## config.mk

```make
export PLATFORM = sky130hd
export DESIGN_NAME = hrtm_ctrl
export DESIGN_NICKNAME = d
export VERILOG_FILES = /design/src/design/hrtm_pkg.sv /design/src/design/hrtm_ctrl.sv
export SDC_FILE = /design/constraint.sdc
export NUM_CORES = 1
export LEC_CHECK = 0
export BUFFER_PORTS_ARGS = -buffer_cell sky130_fd_sc_hd__buf_4
export CORE_AREA = 4 4 41 43
export DETAILED_ROUTE_END_ITERATION = 16
export DIE_AREA = 0 0 45 47
export GPL_TIMING_DRIVEN = 0
export PLACE_DENSITY = 0.4
export SYNTH_ARGS = -nofsm -noshare
export SYNTH_HDL_FRONTEND = slang
export SYNTH_SLANG_ARGS = --single-unit
```

## constraint.sdc

```tcl
create_clock -name clk -period 0.9 [get_ports clk]
set_input_delay 0.09 -clock clk [delete_from_list [all_inputs] [get_ports clk]]
set_output_delay 0.09 -clock clk [all_outputs]
set_load 0.05 [all_outputs]
```

## src/design/hrtm_pkg.sv

```systemverilog
// hrtm_pkg: shared types, field widths and helpers for the hamming ratio test matcher
// no dependencies; imported by every module of the block but hrtm_ram
`default_nettype none

package hrtm_pkg;

    // fixed field widths of the ports
    localparam int MODE_W        = 1;
    localparam int REF_INDEX_W   = 10;
    localparam int WORD_INDEX_W  = 2;
    localparam int WORD_W        = 64;
    localparam int TAG_W         = 16;
    localparam int OCTAVE_W      = 8;
    localparam int COUNT_W       = 11;
    localparam int DIST_OUT_W    = 9;
    localparam int RATIO_W       = 9;
    localparam int CFG_INDEX_W   = 2;
    localparam int CFG_DATA_W    = 11;
    localparam int POP_W         = 7;

    // configuration register indexes
    localparam logic [CFG_INDEX_W-1:0] REG_REFERENCE_COUNT    = 2'd0;
    localparam logic [CFG_INDEX_W-1:0] REG_DISTANCE_THRESHOLD = 2'd1;
    localparam logic [CFG_INDEX_W-1:0] REG_RATIO_Q8           = 2'd2;

    // configuration reset values
    localparam logic [COUNT_W-1:0] RESET_REFERENCE_COUNT    = 11'd0;
    localparam logic [8:0]         RESET_DISTANCE_THRESHOLD = 9'd50;
    localparam logic [RATIO_W-1:0] RESET_RATIO_Q8           = 9'd204;

    // the input mode code that loads a query word
    localparam logic MODE_QUERY = 1'b1;

    // swar popcount masks
    localparam logic [WORD_W-1:0] POP_M1 = 64'h5555_5555_5555_5555;
    localparam logic [WORD_W-1:0] POP_M2 = 64'h3333_3333_3333_3333;
    localparam logic [WORD_W-1:0] POP_M4 = 64'h0F0F_0F0F_0F0F_0F0F;

    typedef enum logic [2:0] {
        ST_IDLE,
        ST_SCAN,
        ST_DRAIN,
        ST_DECIDE,
        ST_REPORT
    } state_t;

    typedef struct packed {
        logic accept;   // a word is taken this cycle
        logic launch;   // the last query word is taken, search starts
        logic issue;    // read the next reference word
        logic decide;   // register the ratio product
        logic report;   // load the result registers
    } cmd_t;

    typedef struct packed {
        logic last_word;   // the word at the inputs closes a query
        logic issue_done;  // every reference word has been read
        logic pipe_empty;  // no reads still in flight
    } status_t;

    function automatic logic [POP_W-1:0] pop64(input logic [WORD_W-1:0] x);
        logic [WORD_W-1:0] a;
        logic [WORD_W-1:0] b;
        logic [WORD_W-1:0] c;
        logic [WORD_W-1:0] d;
        a = x - ((x >> 1) & POP_M1);
        b = (a & POP_M2) + ((a >> 2) & POP_M2);
        c = (b + (b >> 4)) & POP_M4;
        d = c + (c >> 8);
        d = d + (d >> 16);
        d = d + (d >> 32);
        return d[POP_W-1:0];
    endfunction

endpackage

`default_nettype wire

```

## src/design/hrtm_ctrl.sv

```systemverilog
// hrtm_ctrl: sequencing state machine of the matcher
// depends on hrtm_pkg; drives the datapath through cmd_t and reads status_t
`default_nettype none

module hrtm_ctrl (
    input  wire logic              clk,
    input  wire logic              rst_n,
    input  wire logic              start,
    input  wire hrtm_pkg::status_t status,
    output hrtm_pkg::cmd_t         cmd,
    output logic                   busy
);

    import hrtm_pkg::*;

    state_t state_reg;
    state_t state_next;

    always_ff @(posedge clk or negedge rst_n)
    begin
        if (!rst_n)
        begin
            state_reg <= ST_IDLE;
        end
        else
        begin
            state_reg <= state_next;
        end
    end

    always_comb
    begin
        state_next = state_reg;
        cmd        = '0;
        busy       = 1'b1;
        unique case (state_reg)
            ST_IDLE:
            begin
                busy       = 1'b0;
                cmd.accept = start;
                cmd.launch = start && status.last_word;
                if (cmd.launch)
                begin
                    state_next = ST_SCAN;
                end
            end
            ST_SCAN:
            begin
                cmd.issue = !status.issue_done;
                if (status.issue_done)
                begin
                    state_next = ST_DRAIN;
                end
            end
            ST_DRAIN:
            begin
                if (status.pipe_empty)
                begin
                    state_next = ST_DECIDE;
                end
            end
            ST_DECIDE:
            begin
                cmd.decide = 1'b1;
                state_next = ST_REPORT;
            end
            ST_REPORT:
            begin
                cmd.report = 1'b1;
                state_next = ST_IDLE;
            end
            default:
            begin
                state_next = ST_IDLE;
            end
        endcase
    end

endmodule

`default_nettype wire

```

==> results of run 1 <==
[cells in the final DEF (no fill, tap or decap), drive strengths merged]
| cell type | count |
|---|---|
| dfrtp | 3 |
| nor4bb | 1 |
| and3b | 2 |
| or2b | 1 |
| dlygate4sd3 | 1 |
| nor3b | 1 |
| nor4b | 1 |
| a311o | 1 |
| inv | 1 |
| and3 | 1 |
| nand3b | 1 |
| nor3 | 1 |
| and2 | 1 |
| buf | 17 |
| clkbuf | 4 |
| a21oi | 1 |
[critical path, delay by kind of cell, from the launching register on]
family / cells / cell delay [ps]
simple gates: 2 / 430
flops: 1 / 450
buf+inv: 1 / 140
[power breakdown]
part           internal [mW]  switching, mW
sequential             0.197          0.111
combinational          0.622          0.590
clock                  0.166         0.0640
total                  0.984          0.764
[worst max path at each step]
stage | endpoint | slack (ps)
floorplan | state_reg[0]$_DFFE_PN0P_ | -460
global placement | cmd[3] | -500
detailed placement | cmd[3] | -520
CTS | cmd[3] | -430
global route | cmd[3] | -500
finish | cmd[3] | -440
[per-layer routing]
metal / wire [um] / vias to the layer above / track usage (%)
met5: 0 / - / 0
met4: 0 / 0 / 7.02
met3: 24 / 0 / 2.30
met2: 336 / 5 / 13.6
met1: 234 / 96 / 5.94
li1: - / 105 / -
[through the flow]
stage	worst slack, ps	hold WS (ps)	setup TNS, ps	total power, mW	cell area, um2
2_1_floorplan	-464	-206	-1990	0.834	200
3_3_place_gp	-504	-122	-1980	1.05	302
3_5_place_dp	-523	-121	-2010	1.04	302
4_1_cts	-426	137	-2950	1.73	447
5_1_grt	-502	142	-3440	1.84	453
6_report	-444	144	-3010	1.75	453
[kinds of logic after synthesis]
group	count (synthesis)	share of synthesized area (%)
buf+inv	1	2.07
flops	3	41.4
simple gates	10	48.3
compound gates	2	8.27
[layout make-up]
cell class / count / area (um2)
tap: 15 / 18.8
sequential: 3 / 78.8
multi-input combinational: 12 / 143
inverter: 1 / 3.75
clock buffer: 4 / 26.3
fill: 141 / 848
timing repair buffer: 18 / 183
[timing repair]
item	in CTS	in global routing
resized for setup	18	1
pin swaps	6	0
setup buffers	6	0
endpoints found under the hold margin	3	0
endpoints found under the setup margin	8	9
hold buffers	1	0
==> metrics.md, run 1 <==
| Metric | Value |
|---|---|
| Post-layout util | 34.8% |
| Syn_area_per_cell | 11.3 um2 |
| Slew headroom | between 80 and 90% |
| Ys Warns | 0 |
| Worst-path clk slew | 40 ps |
| Post-synth top area share | 41.4% |
| HP Class | in2reg |
| Cell area after synthesis | roughly 180 um2 |
| Crit path required time | 810 ps |
| Die width | 45 um |
| Max FFs per register | 3 |
| Worst VDD drop | roughly 1.5 mV |
| Outcome | complete, but fails checks |
| Layout cell share with drive strength beyond 1 | 84.2% |
| Worst skew pair latency | 230 ps |
| First-pass GRT wire length | 1030 um |
| Layout net count | 45 |
| Hold Crit Endpoint | state_reg[0]$_DFFE_PN0P_ |
| Post-synth EDFFs | 0 |
| Vias post-DR | 206 |
| Detail Placement HPWL | 357 um |
| IO buf count | 11 |
| Final Hold Fails | 0 |
| Routed wire per std cell | approximately 11 um |
| Unrepaired setup endpoints after global routing | yes |
| Top FF cell, synth | dfrtp_1 |
| Number of buffers created by CTS | 3 |
| Min-delay src | status[2] |
| Final setup fails | 9 |
| Critical Path AT | 1250 ps |
| Flops & latches, synth | 3 |
| Core box area | 0.00130 mm2 |
| Min Tclk post-route | 1340 ps |
| Clk root buf | clkbuf_4 |
| RePlAce Congestion | approximately 0.62 |
| Synthesized Nets | 22 |
| Startpoint types | flop |
| Top area cells in the synthesized netlist | dfrtp_1 41%, and3b_2 11%, nor4b_2 8.3% |
| I/O Pins | 12 |
| Final clock skew | 0.0784 ps |
| Via density | slightly below 4 |
| Initial Utilization | 13.9% |
| Die area | 0.00212 mm2 |
| Critical path class | reg2out |
| Dominant cell type by area after synthesis | dfrtp_1 |
| Area Overhead vs Synth | 150% |
| Hold path cells | 2 |
| Slowest CP cell | dfrtp_2 |
| Routed wire length | between 500 and 600 um |
| DRC | 0 |
| Clock Path Buffers | 2 |
| CTS tree | yes |
| Max stage delay on crit path | between 400 and 500 ps |
| Most frequent cell after synthesis | dfrtp_1 |
| RR Endpoint | state_reg[0]$_DFFE_PN0P_ |
| Worst r2r src | state_reg[0]$_DFFE_PN0P_ |
| Post-synth cell types | 13 |
| PD cells | 3860 mW/mm2 |
| Total track usage | 7.28% |
| Pre-Repair DR Iteration Count | 2 |
| Failing checks | setup timing |
| CTS Sinks | 3 |
| Initial antenna violation count | 0 |
| FFs w/ async S/R, synth | 100% |
| Worst Setup End Kind | primary output |
| Core Rows | 13 |
| R2r worst-path depth | 4 |
| Final ANT Viol Nets | 0 |
| H-tree levels | 1 |
| Crit share post-route | 149% |
| Crit Path Max Fanout | 6 |
| Grt ovf | 0 |
| Largest net degree at the start of global routing | 8 |
| Register area share after synthesis | a little over 40% |
| Synth Instances | 16 |
| Placed cell count | 42 |
| Antenna diodes | 0 |
| Die height | between 40 and 50 um |
| Least-Margin Pin Slew | between 200 and 300 ps |
| Fmax | about 740 MHz |
| Slew Limit Fails | 0 |
| Synth top cells by count | 3 x dfrtp_1, 2 x and3b_2 |
| Max-cap violations | 0 |
| P_leak | slightly above 0.2 nW |
| CP cell instances | nor3_4 > and3_4 > buf_8 |
| Reg2Reg Setup Slack | -310 ps |
| Initial DRC Count | 1 |
| Worst setup margin | -444 ps |
| Final non-filler cell total | 53 |
| CP startpoint | state_reg[1]$_DFFE_PN0P_ |
| Vias in the first global route | 258 |
Note: power is estimated with default switching activity, not from simulation.
==> run 2, diff against run 1 <==
CTS_CLUSTER_DIAMETER = 200   (was not set)
PLACE_DENSITY = 0.39   (was 0.4)
clock period = 1.3 ns   (was 0.9 ns; I/O delays follow)
==> run 2 against run 1 <==
Against the previous run: the run still ends with setup timing left; critical path depth is the same; largest power group unchanged; clock power shrank 27%; clock-buffer cell count stayed put; design area fell by 4.4%; total power is 35% lower.
==> metrics.md, run 2 (synthesis gave the netlist of run 1 again) <==
| Metric | Value |
|---|---|
| Final setup fails | 6 (was 9) |
| Initial Utilization | 13.9% (unchanged) |
| CTS Sinks | 3 (unchanged) |
| Layout net count | 45 (unchanged) |
| Commonest non-fill, non-tap cell in the layout | buf_4 (unchanged) |
| Routed wire per std cell | 11.3 um (was 11.2 um) |
| RR Endpoint | state_reg[0]$_DFFE_PN0P_ (unchanged) |
| Layout cell share with drive strength beyond 1 | 81.6% (was 84.2%) |
| Min Tclk post-route | 1390 ps |
| Worst VDD drop | 0.728 mV (was 1.47 mV) |
| HP Class | in2reg (unchanged) |
| Crit path required time | 1170 ps (was 810 ps) |
| Vias in the first global route | 253 (was 258) |
| Failing checks | setup timing (unchanged) |
| Least-Margin Pin Slew | 264 ps (about the same) |
| Sequential standard cell area | 78.8 um2 (unchanged) |
| Die area | 0.00212 mm2 (unchanged) |
| Crit share post-route | 107% |
| Worst-path clk slew | 40 ps (about the same) |
| Grt ovf | 0 (unchanged) |
| Largest net degree at the start of global routing | 7 (was 8) |
| Initial DRC Count | 0 (was 1) |
| Core box area | 0.00130 mm2 (unchanged) |
| Startpoint types | flop (unchanged) |
| Unrepaired setup endpoints after global routing | yes (unchanged) |
| Number of buffers created by CTS | 3 (unchanged) |
| R2r worst-path depth | 3 (was 4) |
| Final hold slack | 176 ps (was 144 ps) |
| Total track usage | 7.38% (was 7.28%) |
| Initial antenna violation count | 0 (unchanged) |
| RePlAce Congestion | 0.639 (was 0.619) |
| IO buf count | 11 (unchanged) |
| PD cells | 2640 mW/mm2 (was 3860 mW/mm2) |
| Die height | 47 um (unchanged) |
| Vias post-DR | 210 (was 206) |
| I/O Pins | 12 (unchanged) |
| Hold path cells | 2 (unchanged) |
| Worst skew pair latency | 230 ps (about the same) |
| Outcome | complete, but fails checks (unchanged) |
| Slew headroom | 82.2% (was 82.1%) |
| Worst setup margin | -94.4 ps (was -444 ps) |
| Core Rows | 13 (unchanged) |
| Detail Placement HPWL | 374 um (was 357 um) |
| Critical Path AT | 1260 ps (was 1250 ps) |
| Final ANT Viol Nets | 0 (unchanged) |
| Slew Limit Fails | 0 (unchanged) |
| CTS tree | yes (unchanged) |
| Max-cap violations | 0 (unchanged) |
| Area occupied by multi-input gates | 138 um2 (was 143 um2) |
| Most frequent cells in the layout | 10 x buf_4, 6 x buf_6, 3 x clkbuf_4, 3 x dfrtp_2, 2 x and3b_2 (was 8 x buf_4, 6 x buf_6, 3 x clkbuf_4, 3 x buf_8, 3 x dfrtp_2) |
| First-pass GRT wire length | 1110 um (was 1030 um) |
| Clock Path Buffers | 2 (unchanged) |
| Reg2Reg Setup Slack | 140 ps (was -310 ps) |
| Hold Crit Endpoint | state_reg[0]$_DFFE_PN0P_ (unchanged) |
| DRC | 0 (unchanged) |
| H-tree levels | 1 (unchanged) |
| Fmax | 717 MHz |
| Clk root buf | clkbuf_4 (unchanged) |
| Min-delay src | status[2] (unchanged) |
| # fillers | 144 (was 141) |
| Die width | 45 um (unchanged) |
| Via density | 3.96 (was 3.89) |
| Worst r2r src | state_reg[0]$_DFFE_PN0P_ (unchanged) |
| Total negative setup slack | -282 ps (was -3010 ps) |
| Worst Setup End Kind | primary output (unchanged) |
| Tot Pwr | 1.14 mW (was 1.75 mW) |
| Crit Path Max Fanout | 4 (was 6) |
| Final Hold Fails | 0 (unchanged) |
| Pre-Repair DR Iteration Count | 1 (was 2) |
| Max FFs per register | 3 (unchanged) |
| Final clock skew | 0.931 ps (was 0.0784 ps) |
| Routed wire length | 600 um (was 595 um) |
| Antenna diodes | 0 (unchanged) |
| Critical path class | reg2out (unchanged) |
| Area Overhead vs Synth | 139% (was 150%) |
| P_leak | 0.197 nW (was 0.203 nW) |
## run 2: cell counts in the layout (fill, tap and decap cells not counted)
No cell type changed its count.
## run 2: worst max path at each step
| stage | to | cells after the start | start | slack, ps |
|---|---|---|---|---|
| 2_1_floorplan | cmd[0] | 1 | state_reg[1]$_DFFE_PN0P_ | -430 |
| 5_1_grt | cmd[3] | 3 | state_reg[0]$_DFFE_PN0P_ | -140 |
| 6_report | cmd[3] | 3 | state_reg[0]$_DFFE_PN0P_ | -90 |
| 3_5_place_dp | cmd[3] | 3 | state_reg[1]$_DFFE_PN0P_ | -60 |
| 3_3_place_gp | cmd[3] | 3 | state_reg[1]$_DFFE_PN0P_ | -30 |
| 4_1_cts | cmd[3] | 3 | state_reg[1]$_DFFE_PN0P_ | -110 |
## run 2: final cells by class
type	count	area share (%)
Inverter	1	0.867
Tap cell	15	4.34
Sequential cell	3	18.2
Multi-Input combinational cell	12	31.8
Clock buffer	4	6.07
Timing Repair Buffer	18	38.7
## run 2: layer usage
layer	wire, um	share of wire (%)	vias up	GRT usage, %
li1	-	-	104	-
met1	239	40	96	7.82
met2	302	50	10	12.7
met3	58	9.7	0	1.92
met4	0	0	0	5.26
met5	0	0	-	0
## run 2: per-stage QoR
step / cell area, um2 / setup WS, ps / utilization, % / cells
after floorplan: 181 / -431 / - / 16
after global placement: 283 / -32.0 / 21.7 / 42
after detailed placement: 283 / -57.3 / 21.7 / 42
after CTS: 419 / -110 / 32.2 / 52
after global routing: 433 / -139 / 33.3 / 53
final: 433 / -94.4 / 33.3 / 53
## run 2: power by group
| group | total [mW] | leakage [nW] | switching, mW | internal [mW] |
|---|---|---|---|---|
| logic | 0.762 | 0.147 | 0.388 | 0.374 |
| registers | 0.211 | 0.0351 | 0.0750 | 0.136 |
| clock network | 0.169 | 0.0150 | 0.0535 | 0.115 |
## run 2: timing repair
item	CTS	global route
hold buffers	1	0
resized for setup	16	2
buffers inserted	5	1
pin swaps	3	0
endpoints found under the setup margin	4	6
endpoints found under the hold margin	3	0
## run 2: critical path, stage by stage (launching register included)
cell	delay (ps)
dfrtp_2	440
nor3_4	230
and3_4	220
buf_8	140
==> run 3, diff against run 2 <==
PLACE_DENSITY = 0.45   (was 0.39)
==> run 3 against run 2 <==
Against the previous run: the flow still finishes with violations (setup timing); largest cell class is now multi-input combinational cells; register-to-register slack improved by 70 ps; design area decreased by 18%; critical endpoint unchanged; clock skew up 1.5 ps; die area unchanged; worst setup slack lost 23 ps; hold slack better by 8.8 ps; sequential power increased by 2%; wire length fell by 16%; highest routed layer is now met4.
==> metrics.md, run 3 (synthesis gave the netlist of run 1 again) <==
| Metric | Value |
|---|---|
| Routed wire length | 504 um (was 600 um) |
| Gate power share | 59.5% (was 66.7%) |
| Total negative setup slack | -291 ps (was -282 ps) |
| Least-Margin Pin Slew | 241 ps (was 264 ps) |
| Sequential share of power | 23.1% (was 18.5%) |
| Worst-path clk slew | 40 ps (about the same) |
| Clock share of power | 17.4% (was 14.8%) |
| CTS Sinks | 3 (unchanged) |
| PD cells | 2630 mW/mm2 (was 2640 mW/mm2) |
| CTS tree | yes (unchanged) |
| Routed wire per std cell | 10.7 um (was 11.3 um) |
| Placed Area | 283 um2 (unchanged) |
| Critical path class | reg2out (unchanged) |
| Die width | 45 um (unchanged) |
| Initial Utilization | 13.9% (unchanged) |
| Slew Limit Fails | 0 (unchanged) |
| Fin area | 353 um2 (was 433 um2) |
| Worst Setup End Kind | primary output (unchanged) |
| R2r worst-path depth | 2 (was 3) |
| Pint | 480 uW (was 625 uW) |
| Failing checks | setup timing (unchanged) |
| Largest net degree at the start of global routing | 9 (was 7) |
| Worst setup margin | -117 ps (was -94.4 ps) |
| Clock Path Buffers | 2 (unchanged) |
| Final hold slack | 185 ps (was 176 ps) |
| Placed cell count | 42 (unchanged) |
| RePlAce Congestion | 0.752 (was 0.639) |
| Tot Pwr | 930 uW (was 1.14 mW) |
| Number of buffers created by CTS | 3 (unchanged) |
| Clk root buf | clkbuf_4 (unchanged) |
| Fmax | 706 MHz (was 717 MHz) |
| GR Util met2 | 8.19% (was 12.7%) |
| P_leak | 0.159 nW (was 0.197 nW) |
| Min Tclk post-route | 1420 ps (was 1390 ps) |
| Final Hold Fails | 0 (unchanged) |
| Initial antenna violation count | 0 (unchanged) |
| Slew headroom | 83.7% (was 82.2%) |
| Post-layout util | 27.1% (was 33.3%) |
| Layout cell share with drive strength beyond 1 | 71.9% (was 81.6%) |
| Crit path required time | 1170 ps (about the same) |
| Post-CTS Setup Inserts | 0 (was 5) |
| Critical Path Sink | cmd[3] (unchanged) |
| Core box area | 0.00130 mm2 (unchanged) |
| Final non-filler cell total | 47 (was 53) |
| Min-delay src | status[2] (unchanged) |
| Initial DRC Count | 7 (was 0) |
| Crit share post-route | 109% (was 107%) |
| Startpoint types | flop (unchanged) |
| Pre-Repair DR Iteration Count | 3 (was 1) |
| Area Overhead vs Synth | 94.5% (was 139%) |
| Layout net count | 39 (was 45) |
| CP startpoint | state_reg[2]$_DFFE_PN0P_ (was state_reg[0]$_DFFE_PN0P_) |
| Crit Path Max Fanout | 7 (was 4) |
| Final setup fails | 3 (was 6) |
| Final clock skew | 2.40 ps (was 0.931 ps) |
| RR Endpoint | state_reg[0]$_DFFE_PN0P_ (unchanged) |
| Most used routing layer | met4 (was met2) |
| H-tree levels | 1 (unchanged) |
| I/O Pins | 12 (unchanged) |
| Die height | 47 um (unchanged) |
| Vias post-DR | 189 (was 210) |
| Total track usage | 6.33% (was 7.38%) |
| Worst r2r src | state_reg[0]$_DFFE_PN0P_ (unchanged) |
| Critical Path AT | 1290 ps (was 1260 ps) |
| Core Rows | 13 (unchanged) |
| M3 GR Usage | 3.45% (was 1.92%) |
| Commonest non-fill, non-tap cell in the layout | buf_4 (unchanged) |
| Final ANT Viol Nets | 0 (unchanged) |
| IO buf count | 11 (unchanged) |
| Reg2Reg Setup Slack | 210 ps (was 140 ps) |
| Die area | 0.00212 mm2 (unchanged) |
| Antenna diodes | 0 (unchanged) |
| Outcome | complete, but fails checks (unchanged) |
| DRC | 0 (unchanged) |
| Max FFs per register | 3 (unchanged) |
| Via density | 4.02 (was 3.96) |
| HP Class | in2reg (unchanged) |
| Most frequent cells in the layout | 8 x buf_4, 3 x clkbuf_4, 3 x dfrtp_2 (was 10 x buf_4, 6 x buf_6, 3 x clkbuf_4, 3 x dfrtp_2, 2 x and3b_2) |
| First-pass GRT wire length | 841 um (was 1110 um) |
| Met1 Use GR | 5.48% (was 7.82%) |
| Vias in the first global route | 218 (was 253) |
| Pre-CTS WS | -66.6 ps (was -57.3 ps) |
| Worst VDD drop | 0.922 mV (was 0.728 mV) |
| Worst skew pair latency | 230 ps (about the same) |
| Unrepaired setup endpoints after global routing | yes (unchanged) |
| Grt ovf | 0 (unchanged) |
| NetSw | 449 uW (was 516 uW) |
| Sw frac | 48.3% (was 45.2%) |
| Max-cap violations | 0 (unchanged) |
[run 3: changes by cell type in the layout (fill, tap and decap cells not counted), sizes merged]
cell / delta
buf: -6
[run 3: worst min-delay path by stage]
stage,depth (start not counted),endpoint,slack (ps)
after floorplan,0,state_reg[0]$_DFFE_PN0P_,-170
after global placement,1,state_reg[1]$_DFFE_PN0P_,-80
after detailed placement,1,state_reg[1]$_DFFE_PN0P_,-80
after CTS,2,state_reg[0]$_DFFE_PN0P_,170
after global routing,2,state_reg[0]$_DFFE_PN0P_,170
final,2,state_reg[0]$_DFFE_PN0P_,190
[run 3: final cells by class]
type | count | area, um2
multi-input combinational | 12 | 118
timing repair buffer | 12 | 108
sequential | 3 | 78.8
inverter | 1 | 3.75
clock buffer | 4 | 26.3
tap | 15 | 18.8
fill | 147 | 948
[run 3: per-layer routing]
| metal | up-vias | wire [um] |
|---|---|---|
| met5 | - | 0 |
| met4 | 0 | 16 |
| met3 | 2 | 65 |
| met2 | 12 | 225 |
| met1 | 83 | 196 |
| li1 | 92 | - |
[run 3: repair_timing]
item                                    4_1_cts  5_1_grt
cloned                                        0        0
hold buffers                                  1        0
endpoints found under the setup margin        4        5
resized for setup                            10        0
pin swaps                                     1        0
hold endpoints to repair                      3        0
[run 3: critical path: stages, from the launching register on]
cell     delay (ps)
dfrtp_2         450
nor3_4          250
and3_4          220
buf_8           140
[run 3: power by group through the flow]
stage	combinational [mW]	sequential [mW]	clock (mW)
floorplan	0.357	0.175	0
global placement	0.481	0.188	0
detailed placement	0.491	0.190	0
CTS	0.559	0.214	0.171
global route	0.580	0.223	0.185
finish	0.553	0.215	0.162
